==> src/rtl/assert_macros.svh <==
// assertion helpers, empty when SYNTHESIS is defined
`ifndef ASSERT_MACROS_SVH
`define ASSERT_MACROS_SVH
`ifndef SYNTHESIS
`define ASSERT_PROP(lbl, clk, rst_n, prop) \
  lbl: assert property (@(posedge clk) disable iff (!rst_n) prop) \
    else $error("assertion failed");
`define ASSERT_NEVER(lbl, clk, rst_n, expr) \
  lbl: assert property (@(posedge clk) disable iff (!rst_n) !(expr)) \
    else $error("forbidden condition seen");
`else
`define ASSERT_PROP(lbl, clk, rst_n, prop)
`define ASSERT_NEVER(lbl, clk, rst_n, expr)
`endif
`endif

==> src/rtl/ddgtp_pkg.sv <==
`timescale 1ns / 1ps
package ddgtp_pkg;

  localparam int unsigned CORDIC_STEPS = 16;
  localparam int unsigned CordicN = (CORDIC_STEPS > 24) ? 24 : CORDIC_STEPS;
  localparam int unsigned CntW = 5;
  localparam int unsigned DW = 34;
  localparam int unsigned ZW = 28;
  localparam int unsigned SqW = 50;
  localparam int unsigned RootW = 25;

  localparam logic signed [ZW-1:0] PiQ24 = 28'sd52707179;
  localparam logic signed [ZW-1:0] HalfPiQ24 = 28'sd26353589;
  localparam logic signed [DW-1:0] CordicK = 34'sd652032874;
  localparam logic signed [15:0] EffDriveMax = 16'sd20480;
  localparam logic signed [15:0] EffDead = 16'sd1280;
  localparam logic signed [15:0] EffOutMax = 16'sd23040;
  localparam logic [SqW-1:0] ReachSq = 50'd262144;
  localparam logic [15:0] DriveGainRst = 16'd480;
  localparam logic [15:0] TurnGainRst = 16'd4000;

  typedef enum logic [1:0] {
    CFG_DEST_X, CFG_DEST_Y, CFG_DRIVE_GAIN, CFG_TURN_GAIN
  } cfg_idx_e;

  typedef enum logic [4:0] {
    S_IDLE, S_SQX, S_SQY, S_SUM, S_CHK, S_DLT, S_ANG, S_ZMUL, S_ZSET, S_ROT,
    S_MCX, S_SX, S_SY, S_DIFF, S_RSET, S_RWAIT, S_VSET, S_VWAIT, S_ERRM,
    S_ERRS, S_DRVM, S_DRVS, S_TRNS, S_OUTS
  } seq_state_e;

  typedef struct packed {
    logic start;
    logic vec;
  } cordic_cmd_t;

  // arctangent of 2^-i in Q24 radians
  function automatic logic signed [ZW-1:0] atan_entry(input logic [CntW-1:0] i);
    logic signed [ZW-1:0] r;
    unique case (i)
      5'd0: r = 28'sd13176795;
      5'd1: r = 28'sd7778716;
      5'd2: r = 28'sd4110060;
      5'd3: r = 28'sd2086331;
      5'd4: r = 28'sd1047214;
      5'd5: r = 28'sd524117;
      5'd6: r = 28'sd262123;
      5'd7: r = 28'sd131069;
      default: r = 28'sd1 <<< (5'd24 - i);
    endcase
    return r;
  endfunction

  // floor(u / 50) by reciprocal multiply and one correction
  function automatic logic [15:0] div50(input logic [20:0] u);
    logic [33:0] p;
    logic [15:0] q0;
    logic [21:0] q50;
    p = 34'(u) * 34'd5243;
    q0 = p[33:18];
    q50 = 22'({q0, 5'b0}) + 22'({q0, 4'b0}) + 22'({q0, 1'b0});
    return (q50 > 22'(u)) ? (q0 - 16'd1) : q0;
  endfunction

  // rounded (fs * trig) / (50 * 2^30)
  function automatic logic signed [15:0] pose_step(input logic signed [59:0] p);
    logic signed [59:0] s;
    logic signed [20:0] u;
    s = p + (60'sd25 <<< 30);
    u = 21'($signed(s[47:30])) + 21'sd51200;
    return $signed(div50(u) - 16'd1024);
  endfunction

  function automatic logic signed [23:0] sat24(input logic signed [24:0] v);
    logic signed [23:0] r;
    if (v > 25'sd8388607) r = 24'sd8388607;
    else if (v < -25'sd8388608) r = -24'sd8388608;
    else r = $signed(v[23:0]);
    return r;
  endfunction

endpackage

==> src/rtl/ddgtp_isqrt.sv <==
`timescale 1ns / 1ps
module ddgtp_isqrt import ddgtp_pkg::*; (
  input  logic             clk_i,
  input  logic             rst_ni,
  input  logic             start_i,
  input  logic [SqW-1:0]   n_i,
  output logic [RootW-1:0] root_o,
  output logic             done_o
);

  logic [SqW-1:0] n_q, r_q, bit_q, n_d, r_d;
  logic [SqW:0]   sum;
  logic           run_q, done_q;

  always_comb begin
    sum = {1'b0, r_q} + {1'b0, bit_q};
    if ({1'b0, n_q} >= sum) begin
      n_d = n_q - sum[SqW-1:0];
      r_d = (r_q >> 1) + bit_q;
    end else begin
      n_d = n_q;
      r_d = r_q >> 1;
    end
  end

  always_ff @(posedge clk_i) begin
    if (start_i) begin
      n_q <= n_i;
      r_q <= '0;
      bit_q <= {2'b01, {(SqW-2){1'b0}}};
    end else if (run_q) begin
      n_q <= n_d;
      r_q <= r_d;
      bit_q <= bit_q >> 2;
    end
  end

  always_ff @(posedge clk_i or negedge rst_ni) begin
    if (!rst_ni) begin
      run_q <= 1'b0;
      done_q <= 1'b0;
    end else begin
      done_q <= run_q && bit_q[0];
      if (start_i) run_q <= 1'b1;
      else if (run_q && bit_q[0]) run_q <= 1'b0;
    end
  end

  assign root_o = r_q[RootW-1:0];
  assign done_o = done_q;

endmodule

==> config.mk <==
export PLATFORM = sky130hd
export DESIGN_NAME = ddgtp_isqrt
export DESIGN_NICKNAME = d
export VERILOG_FILES = /design/src/rtl/assert_macros.svh /design/src/rtl/ddgtp_pkg.sv /design/src/rtl/ddgtp_isqrt.sv
export SDC_FILE = /design/constraint.sdc
export NUM_CORES = 1
export LEC_CHECK = 0
export BUFFER_PORTS_ARGS = -buffer_cell sky130_fd_sc_hd__buf_2
export CORE_MARGIN = 2
export CORE_UTILIZATION = 50
export DETAILED_ROUTE_END_ITERATION = 7
export PLACE_DENSITY = 0.71
export SKIP_CTS_REPAIR_TIMING = 1
export SYNTH_ARGS = -nofsm -noshare
export SYNTH_HDL_FRONTEND = slang
export SYNTH_SLANG_ARGS = --single-unit
==> constraint.sdc <==
create_clock -name clk_i -period 15.05 [get_ports clk_i]
set_input_delay 2.2575 -clock clk_i [delete_from_list [all_inputs] [get_ports clk_i]]
set_output_delay 2.2575 -clock clk_i [all_outputs]
set_load 0.05 [all_outputs]
=== Word-level counts from Yosys, hierarchy flattened ===
Cells that the tools add are included.

* Flip-flop bits (word level): 127
* Bits of input ports: 53
* Output and inout port bits: 26
* Logic and storage cells: 20

* $add $sub $neg: 3
* Order comparisons: 1
* Mux-type cells: 6
* Reductions and logical operators: 5

{| class="wikitable"
|+ Operators with widths
! operator !! count
|-
| 50-bit 2-to-1 mux || 4
|-
| 50-bit by 49-bit adder with 51-bit output || 1
|-
| 50-bit by 51-bit >= comparator with 1-bit output || 1
|-
| 49-bit by 49-bit adder with 50-bit output || 1
|-
| 50-bit subtractor || 1
|-
| 2-bit nonzero test || 3
|-
| 1-bit 2-to-1 mux || 2
|-
| 2-bit AND reduction || 1
|-
| 1-bit logical AND || 1
|}

=== Depth between registers and ports, before layout ===
* Depth after elaboration: 5
* Depth in mapped cells: 26

=== Worst setup path after synthesis ===
Ideal clock, no wire load.

* Kind: register to register
* Start: reg r_q[2]
* End: reg n_q[0] (enable)
* Library setup time: 409 ps
* Arrival: 5346 ps
* Required time: 14641 ps
* Path slack: 9296 ps
* Cell stages (with the launch flop): 21
* Path buffers: 1
* Period minus slack after synthesis: 5754 ps
* Path through: dfxtp_1 -> ha_1 -> a311oi_1 -> o31ai_1 -> a21o_1 -> a21o_1 -> a2bb2oi_2 -> a211oi_1 -> nor2_1 -> nor2_1 -> o21bai_1 -> xnor2_1 -> ha_1 -> clkbuf_1 -> nand4_1 -> or4_1 -> o21bai_1 -> a211oi_2 -> o21a_2 -> nand2_1 -> nand2_1

* Word-level cells in the longest chain between the ends: 4

{| class="wikitable"
|+ Ends and longest elaborated chain
! what !! line !! source
|-
| start: declaration || ddgtp_isqrt.sv:11 || <nowiki>logic [SqW-1:0] n_q, r_q, bit_q, n_d, r_d;</nowiki>
|-
| start signal: assignment || ddgtp_isqrt.sv:33 || <nowiki>r_q <= r_d;</nowiki>
|-
| 50-bit by 49-bit adder with 51-bit output || ddgtp_isqrt.sv:16 || <nowiki>sum = {1'b0, r_q} + {1'b0, bit_q};</nowiki>
|-
| 50-bit by 51-bit >= comparator with 1-bit output || ddgtp_isqrt.sv:17 || <nowiki>if ({1'b0, n_q} >= sum) begin</nowiki>
|-
| 2-bit nonzero test (no source line) || -- ||
|-
| 2-bit AND reduction (no source line) || -- ||
|-
| end signal: assignment || ddgtp_isqrt.sv:28 || <nowiki>n_q <= n_i;</nowiki>
|-
| end signal: assignment || ddgtp_isqrt.sv:32 || <nowiki>n_q <= n_d;</nowiki>
|-
| end: declaration || ddgtp_isqrt.sv:11 ||
|}

Every way passes these cells.
A chain may end at the register's enable or synchronous reset.

=== Worst setup path in the final report ===
* Start: reg r_q[2]
* End: reg n_q[29] (enable)

The elaborated chain is that of the path after synthesis.

==> impl_metrics.env <==
export IMPL_status="completed"
export IMPL_grt_max_degree=93
export IMPL_switching_share_pct=46.4
export IMPL_finalSetupTns_ns=0
export IMPL_synth_edf_count=50
export IMPL_min_period_ns=6.70
export IMPL_ys_flop_type="dfxtp_1"
export IMPL_yosysSeqAreaShare_pct=26.8
export IMPL_cts_tree="built"
export IMPL_pin_count=79
export IMPL_insertion_delay_ns=0.44
export IMPL_synth_top_area_cell="dfxtp_1"
export IMPL_grt_busiest_layer="met2"
export IMPL_fmax_mhz=149
export IMPL_drc=0
export IMPL_dieHeight_um=155
export IMPL_antennaDiodeCount=0
export IMPL_syn_inst=1421
export IMPL_routed_via_density=6.14
export IMPL_hold_viol=0
export IMPL_finalNetCount=1587
export IMPL_routed_wl_um=31500
export IMPL_synthTopCellsByCount="nand2_1, nor2_1, o21ai_0"
export IMPL_design_area_um2=12300
export IMPL_num_rows=55
export IMPL_cts_root_buffer="clkbuf_16"
export IMPL_skew_ns=0.0117
export IMPL_combinationalPowerShare_pct=58.0
export IMPL_setup_viol=0
export IMPL_die_area_um2=24000
export IMPL_core_area_um2=22500
export IMPL_synth_seq_cells=127
export IMPL_htree_num_levels=4
export IMPL_holdCritPathClass="reg2reg"
export IMPL_drtIter0Drc=864
export IMPL_dr_pass1_iters=6
export IMPL_cts_buffers=17
export IMPL_clock_sinks=127
export IMPL_grt_util_met3_pct=3.40
export IMPL_power_switching_uw=1110
export IMPL_regArea_um2=3060
export IMPL_dp_hpwl_um=23200
export IMPL_setup_worst_path_end_class="flip-flop"
export IMPL_multi_input_area_um2=7740
export IMPL_antenna_found_initial=0
export IMPL_synthesis_area_um2=11400
export IMPL_fin_cells=1729
export IMPL_place_area_um2=11700
export IMPL_grt_pass1_vias=9950
export IMPL_crit_type="reg2reg"
export IMPL_grt_pass1_wl_um=50900
export IMPL_vias=10600
export IMPL_avgSynthCellArea_um2=8.02
export IMPL_worstMarginPinSlew_ns=1.02
export IMPL_yosysTopAreaCellShare_pct=13.2
export IMPL_max_cap_violations=0
export IMPL_setup_ws_ns=8.35
export IMPL_p_clk_share_pct=18.1
export IMPL_cp_data_arrival_time_ns=6.76
export IMPL_area_delta_synth_final_pct=8.32
export IMPL_wl_per_cell_um=18.2
export IMPL_ys_warn_count=0
export IMPL_worstPathMaxFanout=50
export IMPL_slew_viol_final=0
export IMPL_crit_required_ns=15.11
export IMPL_ir_worst_vdd_mv=0.112
export IMPL_rsz0062_at_grt="false"
export IMPL_grt_ovfl_total=0
export IMPL_initial_core_util_pct=50.6
export IMPL_cell_internal_pwr_uw=1290
export IMPL_dp_slack_ns=8.40
export IMPL_async_flop_share_pct=1.57
export IMPL_n_fill_cell=2113
export IMPL_dieWidth_um=155
export IMPL_grt_usage_pct=26.3
export IMPL_power_density_nw_per_um2=195
export IMPL_power_total_uw=2400
export IMPL_synth_cell_types=84
export IMPL_max_slew_margin_pct=31.9
export IMPL_numPortBuffers=78
export IMPL_leakagePower_uw=0.00507
export IMPL_met2_usage_pct=44.1
export IMPL_synth_most_common_cell="nand2_1"
export IMPL_ant_nets=0
export IMPL_crit_path_start_kind="flip-flop"
export IMPL_pwr_share_seq_pct=23.9
export IMPL_use_met1_pct=35.0
export IMPL_dp_cells=1697
export IMPL_period_share_pct=44.5
export IMPL_clockBufferDepth=2
export IMPL_drive_gt1_share_pct=10.5
export IMPL_gp_congestion=0.949
export IMPL_synth_area_leaders="dfxtp_1, edfxtp_1, ha_1, nand2_1, xnor2_1"
export IMPL_clk_pin_slew_ns=0.06
export IMPL_syn_num_nets=1577
[layout make-up]
| type | count | share of cell area (%) |
|---|---|---|
| clock inverters | 10 | 0.751 |
| flip-flops and latches | 127 | 24.8 |
| well taps | 285 | 2.89 |
| repair buffers | 83 | 3.49 |
| clock buffers | 22 | 4.21 |
| multi-input cells | 1165 | 62.8 |
| inverters | 37 | 1.13 |
[final timing paths]
kind / startpoint / to / slack (ns) / cells after the start
worst max-delay path: r_q[2] / n_q[29] / 8.35 / 19
worst min-delay path: r_q[0] / r_q[0] / 0.52 / 2
worst max register to register: r_q[2] / n_q[29] / 8.35 / 19
worst min register to register: r_q[0] / r_q[0] / 0.52 / 2
max in group asynchronous: rst_ni / run_q / 13.35 / 1
min in group asynchronous: rst_ni / run_q / 1.59 / 1
[registers in the layout, summed over array words and instances, names as in the netlist]
register / flops
run_q: 1
bit_q: 25
r_q: 50
n_q: 50
done_o: 1
[per-stage QoR]
step	utilization (%)	hold slack, ns
after floorplan	-	0.474
after global placement	52.1	0.494
after detailed placement	52.1	0.505
after CTS	54.8	0.520
after global routing	54.8	0.558
final	54.8	0.524
[routing by layer]
layer	wire, um	share of wire [%]	vias up
met5	0	0	-
met4	664	2.1	0
met3	1860	5.9	53
met2	14700	47	395
met1	14300	45	4930
li1	-	-	5243
[cells by family (layout without fill, tap and decap cells)]
kind of cell / Yosys count / after routing / synth area share [%]
AO/OA/AOI/OAI: 452 / 452 / 26.7
XOR/XNOR: 119 / 119 / 9.15
adder cells (fa/ha/maj): 103 / 103 / 11.4
buffers and inverters: 129 / 152 / 5.31
flip-flops: 127 / 127 / 26.8
multiplexers: 32 / 32 / 2.86
AND/OR/NAND/NOR: 459 / 459 / 17.9
[power by group through the flow]
stage | registers [uW] | clock network [uW] | logic (uW)
finish | 574 | 434 | 1390
global route | 585 | 454 | 1540
CTS | 573 | 439 | 1370
detailed placement | 578 | 0 | 1360
global placement | 578 | 0 | 1350
floorplan | 541 | 0 | 1100
[worst max-delay path: stages (launching register included)]
cell,delay [ns]
dfxtp_1,0.44
ha_1,0.32
a311oi_1,0.38
o31ai_1,0.18
a21o_1,0.26
a21o_1,0.26
a2bb2oi_2,0.21
a211oi_1,0.34
nor2_1,0.12
o31a_1,0.30
xnor2_1,0.16
ha_1,0.39
nand2_1,0.11
or4_1,0.54
o21bai_1,0.20
a211oi_2,0.39
o21a_2,0.74
nand2_1,0.21
nand2_2,0.11
buf_4,0.60
[layout by cell type, fill, tap and decap left out, types with 9 or more instances in the layout]
| master | n |
|---|---|
| xnor2_1 | 68 |
| dfxtp_1 | 75 |
| o21a_1 | 12 |
| clkbuf_16 | 20 |
| nor2b_1 | 13 |
| o21bai_1 | 14 |
| o211ai_1 | 11 |
| a21oi_1 | 82 |
| edfxtp_1 | 50 |
| nand4_1 | 21 |
| a211oi_1 | 34 |
| nor3_1 | 30 |
| a21o_1 | 34 |
| nand2_1 | 178 |
| xor2_1 | 51 |
| inv_1 | 35 |
| a221oi_1 | 11 |
| o21ai_0 | 106 |
| ha_1 | 102 |
| nor2_1 | 143 |
| a311oi_1 | 9 |
| nand3_1 | 23 |
| mux2i_1 | 28 |
| buf_2 | 77 |
| o31ai_1 | 12 |
| a31oi_1 | 46 |
| nand2b_1 | 10 |
Note: power is estimated with default switching activity, not from simulation.
