==> src/rtl/assert_macros.svh <==
// assertion helpers, empty when SYNTHESIS is defined
`ifndef ASSERT_MACROS_SVH
`define ASSERT_MACROS_SVH
`ifndef SYNTHESIS
`define ASSERT_PROP(lbl, clk, rst_n, prop) \
  lbl: assert property (@(posedge clk) disable iff (!rst_n) prop) \
    else $error("assertion failed");
`define ASSERT_NEVER(lbl, clk, rst_n, expr) \
  lbl: assert property (@(posedge clk) disable iff (!rst_n) !(expr)) \
    else $error("forbidden condition seen");
`else
`define ASSERT_PROP(lbl, clk, rst_n, prop)
`define ASSERT_NEVER(lbl, clk, rst_n, expr)
`endif
`endif

==> src/rtl/ddgtp_pkg.sv <==
`timescale 1ns / 1ps
package ddgtp_pkg;

  localparam int unsigned CORDIC_STEPS = 16;
  localparam int unsigned CordicN = (CORDIC_STEPS > 24) ? 24 : CORDIC_STEPS;
  localparam int unsigned CntW = 5;
  localparam int unsigned DW = 34;
  localparam int unsigned ZW = 28;
  localparam int unsigned SqW = 50;
  localparam int unsigned RootW = 25;

  localparam logic signed [ZW-1:0] PiQ24 = 28'sd52707179;
  localparam logic signed [ZW-1:0] HalfPiQ24 = 28'sd26353589;
  localparam logic signed [DW-1:0] CordicK = 34'sd652032874;
  localparam logic signed [15:0] EffDriveMax = 16'sd20480;
  localparam logic signed [15:0] EffDead = 16'sd1280;
  localparam logic signed [15:0] EffOutMax = 16'sd23040;
  localparam logic [SqW-1:0] ReachSq = 50'd262144;
  localparam logic [15:0] DriveGainRst = 16'd480;
  localparam logic [15:0] TurnGainRst = 16'd4000;

  typedef enum logic [1:0] {
    CFG_DEST_X, CFG_DEST_Y, CFG_DRIVE_GAIN, CFG_TURN_GAIN
  } cfg_idx_e;

  typedef enum logic [4:0] {
    S_IDLE, S_SQX, S_SQY, S_SUM, S_CHK, S_DLT, S_ANG, S_ZMUL, S_ZSET, S_ROT,
    S_MCX, S_SX, S_SY, S_DIFF, S_RSET, S_RWAIT, S_VSET, S_VWAIT, S_ERRM,
    S_ERRS, S_DRVM, S_DRVS, S_TRNS, S_OUTS
  } seq_state_e;

  typedef struct packed {
    logic start;
    logic vec;
  } cordic_cmd_t;

  // arctangent of 2^-i in Q24 radians
  function automatic logic signed [ZW-1:0] atan_entry(input logic [CntW-1:0] i);
    logic signed [ZW-1:0] r;
    unique case (i)
      5'd0: r = 28'sd13176795;
      5'd1: r = 28'sd7778716;
      5'd2: r = 28'sd4110060;
      5'd3: r = 28'sd2086331;
      5'd4: r = 28'sd1047214;
      5'd5: r = 28'sd524117;
      5'd6: r = 28'sd262123;
      5'd7: r = 28'sd131069;
      default: r = 28'sd1 <<< (5'd24 - i);
    endcase
    return r;
  endfunction

  // floor(u / 50) by reciprocal multiply and one correction
  function automatic logic [15:0] div50(input logic [20:0] u);
    logic [33:0] p;
    logic [15:0] q0;
    logic [21:0] q50;
    p = 34'(u) * 34'd5243;
    q0 = p[33:18];
    q50 = 22'({q0, 5'b0}) + 22'({q0, 4'b0}) + 22'({q0, 1'b0});
    return (q50 > 22'(u)) ? (q0 - 16'd1) : q0;
  endfunction

  // rounded (fs * trig) / (50 * 2^30)
  function automatic logic signed [15:0] pose_step(input logic signed [59:0] p);
    logic signed [59:0] s;
    logic signed [20:0] u;
    s = p + (60'sd25 <<< 30);
    u = 21'($signed(s[47:30])) + 21'sd51200;
    return $signed(div50(u) - 16'd1024);
  endfunction

  function automatic logic signed [23:0] sat24(input logic signed [24:0] v);
    logic signed [23:0] r;
    if (v > 25'sd8388607) r = 24'sd8388607;
    else if (v < -25'sd8388608) r = -24'sd8388608;
    else r = $signed(v[23:0]);
    return r;
  endfunction

endpackage

==> src/rtl/ddgtp_cordic.sv <==
`timescale 1ns / 1ps
module ddgtp_cordic import ddgtp_pkg::*; (
  input  logic                 clk_i,
  input  logic                 rst_ni,
  input  cordic_cmd_t          cmd_i,
  input  logic signed [DW-1:0] x_i,
  input  logic signed [DW-1:0] y_i,
  input  logic signed [ZW-1:0] z_i,
  output logic signed [DW-1:0] x_o,
  output logic signed [DW-1:0] y_o,
  output logic signed [ZW-1:0] z_o,
  output logic                 done_o
);

  logic signed [DW-1:0] x_q, x_d, y_q, y_d, xs, ys;
  logic signed [ZW-1:0] z_q, z_d, at;
  logic                 vec_q, run_q, done_q, ccw, last;
  logic [CntW-1:0]      cnt_q;

  always_comb begin
    xs = x_q >>> cnt_q;
    ys = y_q >>> cnt_q;
    at = atan_entry(cnt_q);
    // vectoring drives y to zero, rotation drives z to zero
    ccw = vec_q ? y_q[DW-1] : ~z_q[ZW-1];
    last = (cnt_q == CntW'(CordicN - 1));
    if (ccw) begin
      x_d = x_q - ys;
      y_d = y_q + xs;
      z_d = z_q - at;
    end else begin
      x_d = x_q + ys;
      y_d = y_q - xs;
      z_d = z_q + at;
    end
  end

  always_ff @(posedge clk_i) begin
    if (cmd_i.start) begin
      x_q <= x_i;
      y_q <= y_i;
      z_q <= z_i;
      vec_q <= cmd_i.vec;
    end else if (run_q) begin
      x_q <= x_d;
      y_q <= y_d;
      z_q <= z_d;
    end
  end

  always_ff @(posedge clk_i or negedge rst_ni) begin
    if (!rst_ni) begin
      run_q <= 1'b0;
      cnt_q <= '0;
      done_q <= 1'b0;
    end else begin
      done_q <= run_q && last;
      if (cmd_i.start) begin
        run_q <= 1'b1;
        cnt_q <= '0;
      end else if (run_q) begin
        run_q <= !last;
        cnt_q <= cnt_q + 1'b1;
      end
    end
  end

  assign x_o = x_q;
  assign y_o = y_q;
  assign z_o = z_q;
  assign done_o = done_q;

endmodule

==> config.mk <==
export PLATFORM = sky130hd
export DESIGN_NAME = ddgtp_cordic
export DESIGN_NICKNAME = d
export VERILOG_FILES = /design/src/rtl/assert_macros.svh /design/src/rtl/ddgtp_pkg.sv /design/src/rtl/ddgtp_cordic.sv
export SDC_FILE = /design/constraint.sdc
export NUM_CORES = 1
export LEC_CHECK = 0
export BUFFER_PORTS_ARGS = -buffer_cell sky130_fd_sc_hd__buf_2
export CAP_MARGIN = 20
export CELL_PAD_IN_SITES_DETAIL_PLACEMENT = 1
export CELL_PAD_IN_SITES_GLOBAL_PLACEMENT = 2
export CORE_UTILIZATION = 35
export CTS_CLUSTER_SIZE = 28
export DETAILED_ROUTE_END_ITERATION = 8
export GPL_TIMING_DRIVEN = 1
export PLACE_DENSITY = 0.81
export SETUP_SLACK_MARGIN = 0.3
export SLEW_MARGIN = 25
export SYNTH_ARGS = -nofsm -noshare
export SYNTH_HDL_FRONTEND = slang
export SYNTH_SLANG_ARGS = --single-unit
==> constraint.sdc <==
create_clock -name clk_i -period 10 [get_ports clk_i]
set_input_delay 2 -clock clk_i [delete_from_list [all_inputs] [get_ports clk_i]]
set_output_delay 2 -clock clk_i [all_outputs]
set_load 0.005 [all_outputs]
* After elaboration in Yosys (flattened, before gate mapping) *
Index checks and enable logic that the tools add are counted.

operators by class
  add/subtract/negate cells = 8
  equal/unequal tests = 8
  shift-type cells = 3
  muxes and demuxes = 15
  bitwise gates (word level) = 1
  reductions and logical operators = 4

operator list
  operator                                             number
  one-hot mux 28 bit (8 select lines)                  1
  two-way mux 34 bit                                   6
  two-way mux 28 bit                                   3
  adder 34 bit                                         2
  >>> shifter 34 x 5 -> 34 bit                         2
  subtractor 34 bit                                    2
  adder 28 bit                                         1
  <<< shifter 2 x 5 -> 28 bit, first input constant    1
  subtractor 28 bit                                    1
  equality test 5 x 3 -> 1 bit, second input constant  4
  equality test 5 x 2 -> 1 bit, second input constant  2
  two-way mux 5 bit                                    2
  adder 5 x 1 -> 5 bit, second input constant          1
  equality test 5 x 1 -> 1 bit, second input constant  1
  equality test 5 x 4 -> 1 bit, second input constant  1
  zero test 5 bit                                      1
  subtractor 5 bit, first input constant               1
  two-way mux 1 bit                                    3
  nonzero test 2 bit                                   1
  logical AND 1 bit                                    1
  zero test 1 bit                                      1
  NOT 1 bit                                            1

word-level totals
  register bits after elaboration = 104
  input port bits = 100
  output and inout port bits = 97
  logic and storage cells = 46

* Longest topological paths before layout *
Gate-level depths: netlist of the first run.

  depth in word-level cells = 7
  mapped depth = 30
  mapped depth without buffers = 24

* Least setup slack after synthesis of the first run *
OpenSTA, ideal clock, no wires.

  path type = register -> register
  start point = register cnt_q[0]
  end point = register z_q[27], in the netlist z_o[27] (data pin)
  setup time = 260 ps
  data arrival time = 6310 ps
  path slack = 3430 ps
  cell stages (with the launch flop) = 28
  buffers on the path = 5
  cells stage by stage = dfrtp_1 -> buf_4 -> inv_2 -> buf_4 -> buf_2 -> buf_2 -> ha_1 -> clkbuf_1 -> o21bai_1 -> a21oi_1 -> or2_1 -> a221o_1 -> or4b_1 -> or2_0 -> o41a_1 -> nor2_1 -> xnor2_1 -> ha_1 -> a21o_1 -> a21o_1 -> a21o_1 -> a21oi_1 -> nor2b_1 -> a2111oi_0 -> o21ai_0 -> a31oi_1 -> xnor2_1 -> mux2_2

between the ends
  word-level cells in the longest chain between the ends = 7

RTL lines
  element                                                   line                                    text
  start, declared                                           ddgtp_cordic.sv:18                      logic [CntW-1:0] cnt_q;
  start signal, assigned                                    ddgtp_cordic.sv:63                      cnt_q <= cnt_q + 1'b1;
  subtractor 5 bit                                          ddgtp_pkg.sv:49                         default: r = 28'sd1 <<< (5'd24 - i);
  <<< shifter 2 x 5 -> 28 bit                               ddgtp_pkg.sv:49
  one-hot mux 28 bit (8 select lines) *                     ddgtp_pkg.sv:40                         unique case (i)
  adder 28 bit / subtractor 28 bit (equally long branches)  ddgtp_cordic.sv:34, ddgtp_cordic.sv:30
  two-way mux 28 bit *                                      ddgtp_cordic.sv:27                      if (ccw) begin
  two-way mux 28 bit *                                      ddgtp_cordic.sv:44                      end else if (run_q) begin
  two-way mux 28 bit *                                      ddgtp_cordic.sv:39                      if (cmd_i.start) begin
  end signal, assigned                                      ddgtp_cordic.sv:42                      z_q <= z_i;
  end signal, assigned                                      ddgtp_cordic.sv:47                      z_q <= z_d;
  end, declared                                             ddgtp_cordic.sv:16                      logic signed [ZW-1:0] z_q, z_d, at;

Every way passes the cells marked *; elsewhere a longest branch is shown, timed or not. The select of a mux whose other input is x is not followed.
A chain may end at the register's enable or synchronous reset.

* Final worst setup path of the first run *
Ends and elaborated chain as after synthesis.

==> summary.txt, run 1 <==
Status
  • Outcome: completed

Detailed routing
  • Total vias in the final route: 15600
  • Initial drt markers: 1063
  • Wire per inst: 23.9 um
  • Via/cell ratio: 6.05
  • Detailed Route WL: just over 60 mm
  • DRT antenna net count: 0
  • Pre-antenna DRT Iters: 5
  • Number of remaining DRC errors: 0

GRT
  • First-pass GRT wire length: 94.7 mm
  • Total GRT Usage: 0.274
  • Vias in the first global route: 15900
  • Initial antenna violation count: 0
  • Largest net degree at the start of global routing: 85
  • GRT overflow: 0

Die
  • Core Region: 44100 um^2
  • Die area: roughly 45000 um^2
  • Initial Util: 0.354
  • Die W: between 200 and 250 um
  • Placement row count: between 70 and 80
  • # IOs: 197
  • DIE HEIGHT: 213 um

Synthesis
  • Synth Instances: 1863
  • Ys flop type: edfxtp_1
  • Top area cells in the synthesized netlist: edfxtp_1 (19%), mux4_2 (11%), ha_1 (8.3%)
  • Most common cell in the synthesized netlist: nand2_1
  • Register area share after synthesis: 0.198
  • Number of synthesized register bits: about 100
  • Async S/R FF share, synth: 0.0673
  • Syn avg cell area: 8.38 um^2
  • Distinct cells, synth: 86
  • Syn_nets: 2070
  • Dominant cell type by area after synthesis: edfxtp_1
  • EDFF count, synth: 97
  • Area share of the largest cell type after synthesis: 0.187
  • Synth Cell Area: 15600 um^2
  • Top cells by count, synth: nand2_1 (210), o21ai_0 (163), a21oi_1 (159)
  • Total of warnings raised by yosys: 0

Placement
  • # port buffers: approximately 200
  • Hpwl dp: 47.9 mm
  • Routability cong.: 0.951

Clocking
  • CTS tree: yes
  • Clk buf depth: 2
  • Worst-path clk slew: 0.08 ns
  • Worst-skew pair later-pin latency: 0.41 ns
  • H-tree depth: 3
  • Resized cells post-CTS: 0
  • Root buf cell: clkbuf_16
  • Hold_buf cts: 0
  • CTS Sinks: 104
  • Post-CTS Setup Inserts: 0
  • CTS Buf Count: 9

STA
  • Worst Clk Skew: 0.0110 ns
  • Actual slew at the worst max-slew pin: between 0.9 and 1 ns
  • Max_slew headroom: 0.335
  • Finish-stage setup viols: 0
  • Setup TNS: 0 ns
  • Max Freq: 134 MHz
  • Final Cycle Share: 0.744
  • Post-layout min period: 7.44 ns
  • Unrepaired setup endpoints after global routing: false
  • Slew Viols, Final: 0
  • Fin. Hold Viols: 0

Cells and area
  • Share of cells above drive strength 1: 0.187
  • Nets: 2191
  • Area grow syn2layout: 11.3%
  • Fill cells: 5359
  • ANT cells: 0

Setup path
  • Critical path required time: around 10 ns
  • Critical path arrival: 7.60 ns
  • Crit path capture type: flop
  • Crit path max fanout: 38
  • Startpoint types: flop
  • Crit Path Category: flop to flop

Worst hold path
  • Worst hold path class: flop to flop

Run
  • Max cap viols: 0
[layout make-up]
type | instances | area (um^2) | share of cell area
Timing Repair Buffer | 219 | 1180 | 0.0679
Clock buffer | 12 | 278 | 0.0160
Multi-Input combinational cell | 1599 | 11900 | 0.683
Clock inverter | 4 | 22.5 | 0.00130
Inverter | 51 | 191 | 0.0110
Tap cell | 592 | 741 | 0.0426
Sequential cell | 104 | 3100 | 0.179
[stage by stage]
stage	setup WS, ns	util	std cells	hold WS (ns)	cell area [um^2]
after CTS	2.51	0.393	2580	0.730	17300
after floorplan	3.43	-	1863	0.711	15600
after detailed placement	2.57	0.386	2564	0.711	17000
after global placement	2.50	0.386	2564	0.697	17000
final	2.56	0.394	2581	0.718	17400
after global routing	2.02	0.394	2581	0.777	17400
[cell usage in the layout, fill, tap and decap left out, drive strengths merged, types with 12 or more instances in the layout]
cell,instances
a211oi,24
a21o,41
a21oi,159
a22oi,15
a31oi,28
and2,16
and3,17
buf,219
clkbuf,12
edfxtp,97
ha,104
inv,52
mux2,29
mux2i,48
mux4,74
nand2,210
nand2b,29
nand3,33
nor2,128
nor2b,17
nor3,45
o211ai,15
o21a,16
o21ai,164
o21bai,15
o22ai,12
o31ai,18
or2,16
xnor2,90
xor2,75
[kinds of logic after synthesis]
logic type | after synthesis | share of synthesized area
AND/OR/NAND/NOR | 573 | 0.175
flip-flops | 104 | 0.198
XOR/XNOR | 165 | 0.0926
adder cells (fa/ha/maj) | 107 | 0.0872
buffers and inverters | 160 | 0.0441
multiplexers | 151 | 0.159
AO/OA/AOI/OAI | 603 | 0.245
[path summary, 6_finish.rpt]
check / slack (ns) / from / end / cells after the start
max: 2.56 / cnt_q[0] / z_o[27] / 22
min: 0.72 / run_q / cnt_q[4] / 1
max reg2reg: 2.56 / cnt_q[0] / z_o[27] / 22
min reg2reg: 0.72 / run_q / cnt_q[4] / 1
max in group asynchronous: 8.40 / rst_ni / cnt_q[0] / 1
min in group asynchronous: 1.41 / rst_ni / cnt_q[4] / 1
[critical path: stages (launching register included)]
cell,delay [ns]
dfrtp_4,0.67
inv_2,0.79
ha_1,0.55
o21bai_1,0.26
a21oi_1,0.16
or2_1,0.30
a221o_1,0.42
or4b_1,0.53
or2_0,0.27
o41a_1,0.52
nor2_1,0.17
xnor2_1,0.15
ha_1,0.31
a21o_1,0.20
a21o_1,0.17
a21o_1,0.19
a21oi_1,0.12
nor2b_1,0.07
a2111oi_0,0.52
o21ai_0,0.20
a31oi_1,0.22
xnor2_1,0.10
mux2_2,0.26
[metal layers]
layer  up-vias  share of wire  GRT usage
met2       445           0.47      0.456
met1      7790           0.45      0.361
met3        94          0.043     0.0329
met5         -              0          0
li1       7291              -          -
met4         0          0.033      0.105
[registers in the layout, summed over array words and instances (netlist names)]
register and count:
x_o 34, y_o 34, z_o 28, cnt_q 5
done_o 1, run_q 1, vec_q 1
Power of run 1 is not shown: default switching activity piles up to over one toggle a cycle in this logic, so the estimate is an artifact.
==> run 2, diff against run 1 <==
--- a/config.mk
+++ b/config.mk
@@ -9,11 +9,11 @@
 export CAP_MARGIN = 20
 export CELL_PAD_IN_SITES_DETAIL_PLACEMENT = 1
 export CELL_PAD_IN_SITES_GLOBAL_PLACEMENT = 2
-export CORE_UTILIZATION = 35
+export CORE_UTILIZATION = 33
 export CTS_CLUSTER_SIZE = 28
 export DETAILED_ROUTE_END_ITERATION = 8
 export GPL_TIMING_DRIVEN = 1
-export PLACE_DENSITY = 0.81
+export PLACE_DENSITY = 0.8
 export SETUP_SLACK_MARGIN = 0.3
 export SLEW_MARGIN = 25
 export SYNTH_ARGS = -nofsm -noshare
==> constraint.sdc (replaced) <==
create_clock -name clk_i -period 6.3 [get_ports clk_i]
set_input_delay 1.26 -clock clk_i [delete_from_list [all_inputs] [get_ports clk_i]]
set_output_delay 1.26 -clock clk_i [all_outputs]
set_load 0.005 [all_outputs]
==> summary.txt, run 2 (same netlist as run 1, synthesis figures left out) <==
STA
  • Finish-stage setup viols: 0 (unchanged)
  • Unrepaired setup endpoints after global routing: true
  • Final Cycle Share: 0.941 (+0.197)
  • Slew Viols, Final: 0 (unchanged)
  • Max_slew headroom: 0.453 (+0.118)
  • Max Freq: 169 MHz (+26%)
  • Fin. Hold Viols: 0 (unchanged)
  • Actual slew at the worst max-slew pin: 0.821 ns (-0.176 ns)
  • Worst Clk Skew: 0.0164 ns (+0.00539 ns)
  • Post-layout min period: 5.93 ns (-1.51 ns)

Detailed routing
  • Wire per inst: 24.2 um (+1.3%)
  • Pre-antenna DRT Iters: 6 (+1)
  • Total vias in the final route: 16500 (+5.5%)
  • DRT antenna net count: 0 (unchanged)
  • Detailed Route WL: 67.0 mm (+8.5%)
  • Met2 Routed Length: 32.1 mm (+9.9%)
  • Number of remaining DRC errors: 0 (unchanged)
  • Met1 wire length: 29.7 mm (+6.3%)
  • Initial drt markers: 1048 (-1.4%)
  • Met3 wire length: 3.03 mm (+15%)
  • Highest metal used: met4
  • Via/cell ratio: 5.96 (-1.5%)

Die
  • Die area: 48200 um^2 (+6.0%)
  • Core Region: 46600 um^2 (+5.5%)
  • Initial Util: 0.335 (-0.0185)
  • DIE HEIGHT: 219 um (+3.0%)
  • # IOs: 197 (unchanged)
  • Die W: 219 um (+3.0%)
  • Placement row count: 79 (+2.6%)

GRT
  • GRT overflow: 0 (unchanged)
  • Total GRT Usage: 0.274 (about the same)
  • Initial antenna violation count: 0 (unchanged)
  • First-pass GRT wire length: 100 mm (+5.6%)
  • Vias in the first global route: 16600 (+4.7%)
  • Largest net degree at the start of global routing: 102 (+20%)

Worst hold path
  • Worst hold path class: primary input to asynchronous set/reset pin

Setup path
  • Crit path max fanout: 14 (-63%)
  • Critical path required time: 6.54 ns (-3.62 ns)
  • Startpoint types: flop
  • Crit Path Category: flop to flop
  • Crit path capture type: flop
  • Critical path arrival: 6.17 ns (-1.43 ns)

Cells and area
  • Multi-input gate area: 12300 um^2 (+3.7%)
  • Share of cells above drive strength 1: 0.283 (+0.0961)
  • FF/Latch Area: 3100 um^2 (about the same)
  • Commonest non-fill, non-tap cells in the layout: nand2_1 (209), buf_2 (195), buf_4 (171)
  • Final core occ: 0.415 (+0.0216)
  • Fill cells: 5536 (+3.3%)
  • ANT cells: 0 (unchanged)
  • Nets: 2360 (+7.7%)
  • Most common cell after layout, fill and taps aside: nand2_1
  • Area grow syn2layout: 23.8%

Clocking
  • CTS tree: yes
  • H-tree depth: 3 (unchanged)
  • Worst-skew pair later-pin latency: 0.42 ns (about the same)
  • Root buf cell: clkbuf_16
  • CTS Buf Count: 9 (unchanged)
  • Worst-path clk slew: 0.09 ns (about the same)
  • Hold_buf cts: 0 (unchanged)
  • Clk buf depth: 2 (unchanged)
  • CTS Sinks: 104 (unchanged)

Run
  • Max cap viols: 0 (unchanged)

Placement
  • Hpwl dp: 52.5 mm (+9.7%)
  • # port buffers: 196 (unchanged)
  • Routability cong.: 0.970 (+2.0%)

Status
  • Outcome: completed
## run 2: area by class of cell
class,instances,share of cell area
timing repair buffer,388,0.137
clock inverter,3,0.00337
tap,607,0.0393
multi-input combinational,1599,0.636
sequential,104,0.160
inverter,51,0.0104
clock buffer,13,0.0129
## run 2: final timing paths
path | startpoint | endpoint | slack, ns | cells after the start
min reg2reg | run_q | cnt_q[4] | 0.75 | 1
max | cnt_q[1] | x_o[29] | 0.37 | 24
max in group asynchronous | rst_ni | cnt_q[2] | 5.40 | 1
max reg2reg | cnt_q[1] | x_o[29] | 0.37 | 24
min in group clk_i | run_q | cnt_q[4] | 0.75 | 1
min | rst_ni | cnt_q[0] | 0.69 | 1
## run 2: repair_timing
action	CTS	global route
setup buffers	8	36
gates cloned	1	1
pin swaps	2	17
gates resized for setup	25	85
endpoints found under the setup margin	20	25
## run 2: critical path: stages (launching register included)
cell and delay (ns):
dfrtp_4 0.49, buf_16 0.17, buf_4 0.17, mux4_2 0.60, mux4_2 0.54, or2_0 0.25
a31oi_2 0.25, nand3_2 0.12, buf_4 0.16, nor4_4 0.20, a21oi_2 0.10, xnor2_1 0.13
ha_1 0.34, buf_4 0.16, nor3_1 0.20, nor2_1 0.09, o41ai_2 0.06, o211ai_1 0.19
o311ai_1 0.33, buf_4 0.17, a21o_1 0.19, a211oi_1 0.12, o31a_1 0.31, o21a_1 0.17
o31ai_1 0.22
## run 2: through the flow
step	setup TNS, ns	worst slack (ns)	area [um^2]	std cells	hold WS (ns)
after floorplan	0	0.306	15600	1863	0.711
after global placement	-0.00973	-0.00829	18100	2703	0.740
after detailed placement	-0.486	-0.113	18100	2703	0.747
after CTS	0	0.275	18600	2728	0.674
after global routing	0	0.134	19300	2765	0.677
final	0	0.372	19300	2765	0.685
## run 2: layer usage
| metal | global-route usage | up-vias |
|---|---|---|
| met5 | 0 | - |
| met4 | 0.0979 | 0 |
| met3 | 0.0301 | 107 |
| met2 | 0.461 | 521 |
| met1 | 0.361 | 8212 |
| li1 | - | 7638 |
Power of run 2 is left out for the same reason.
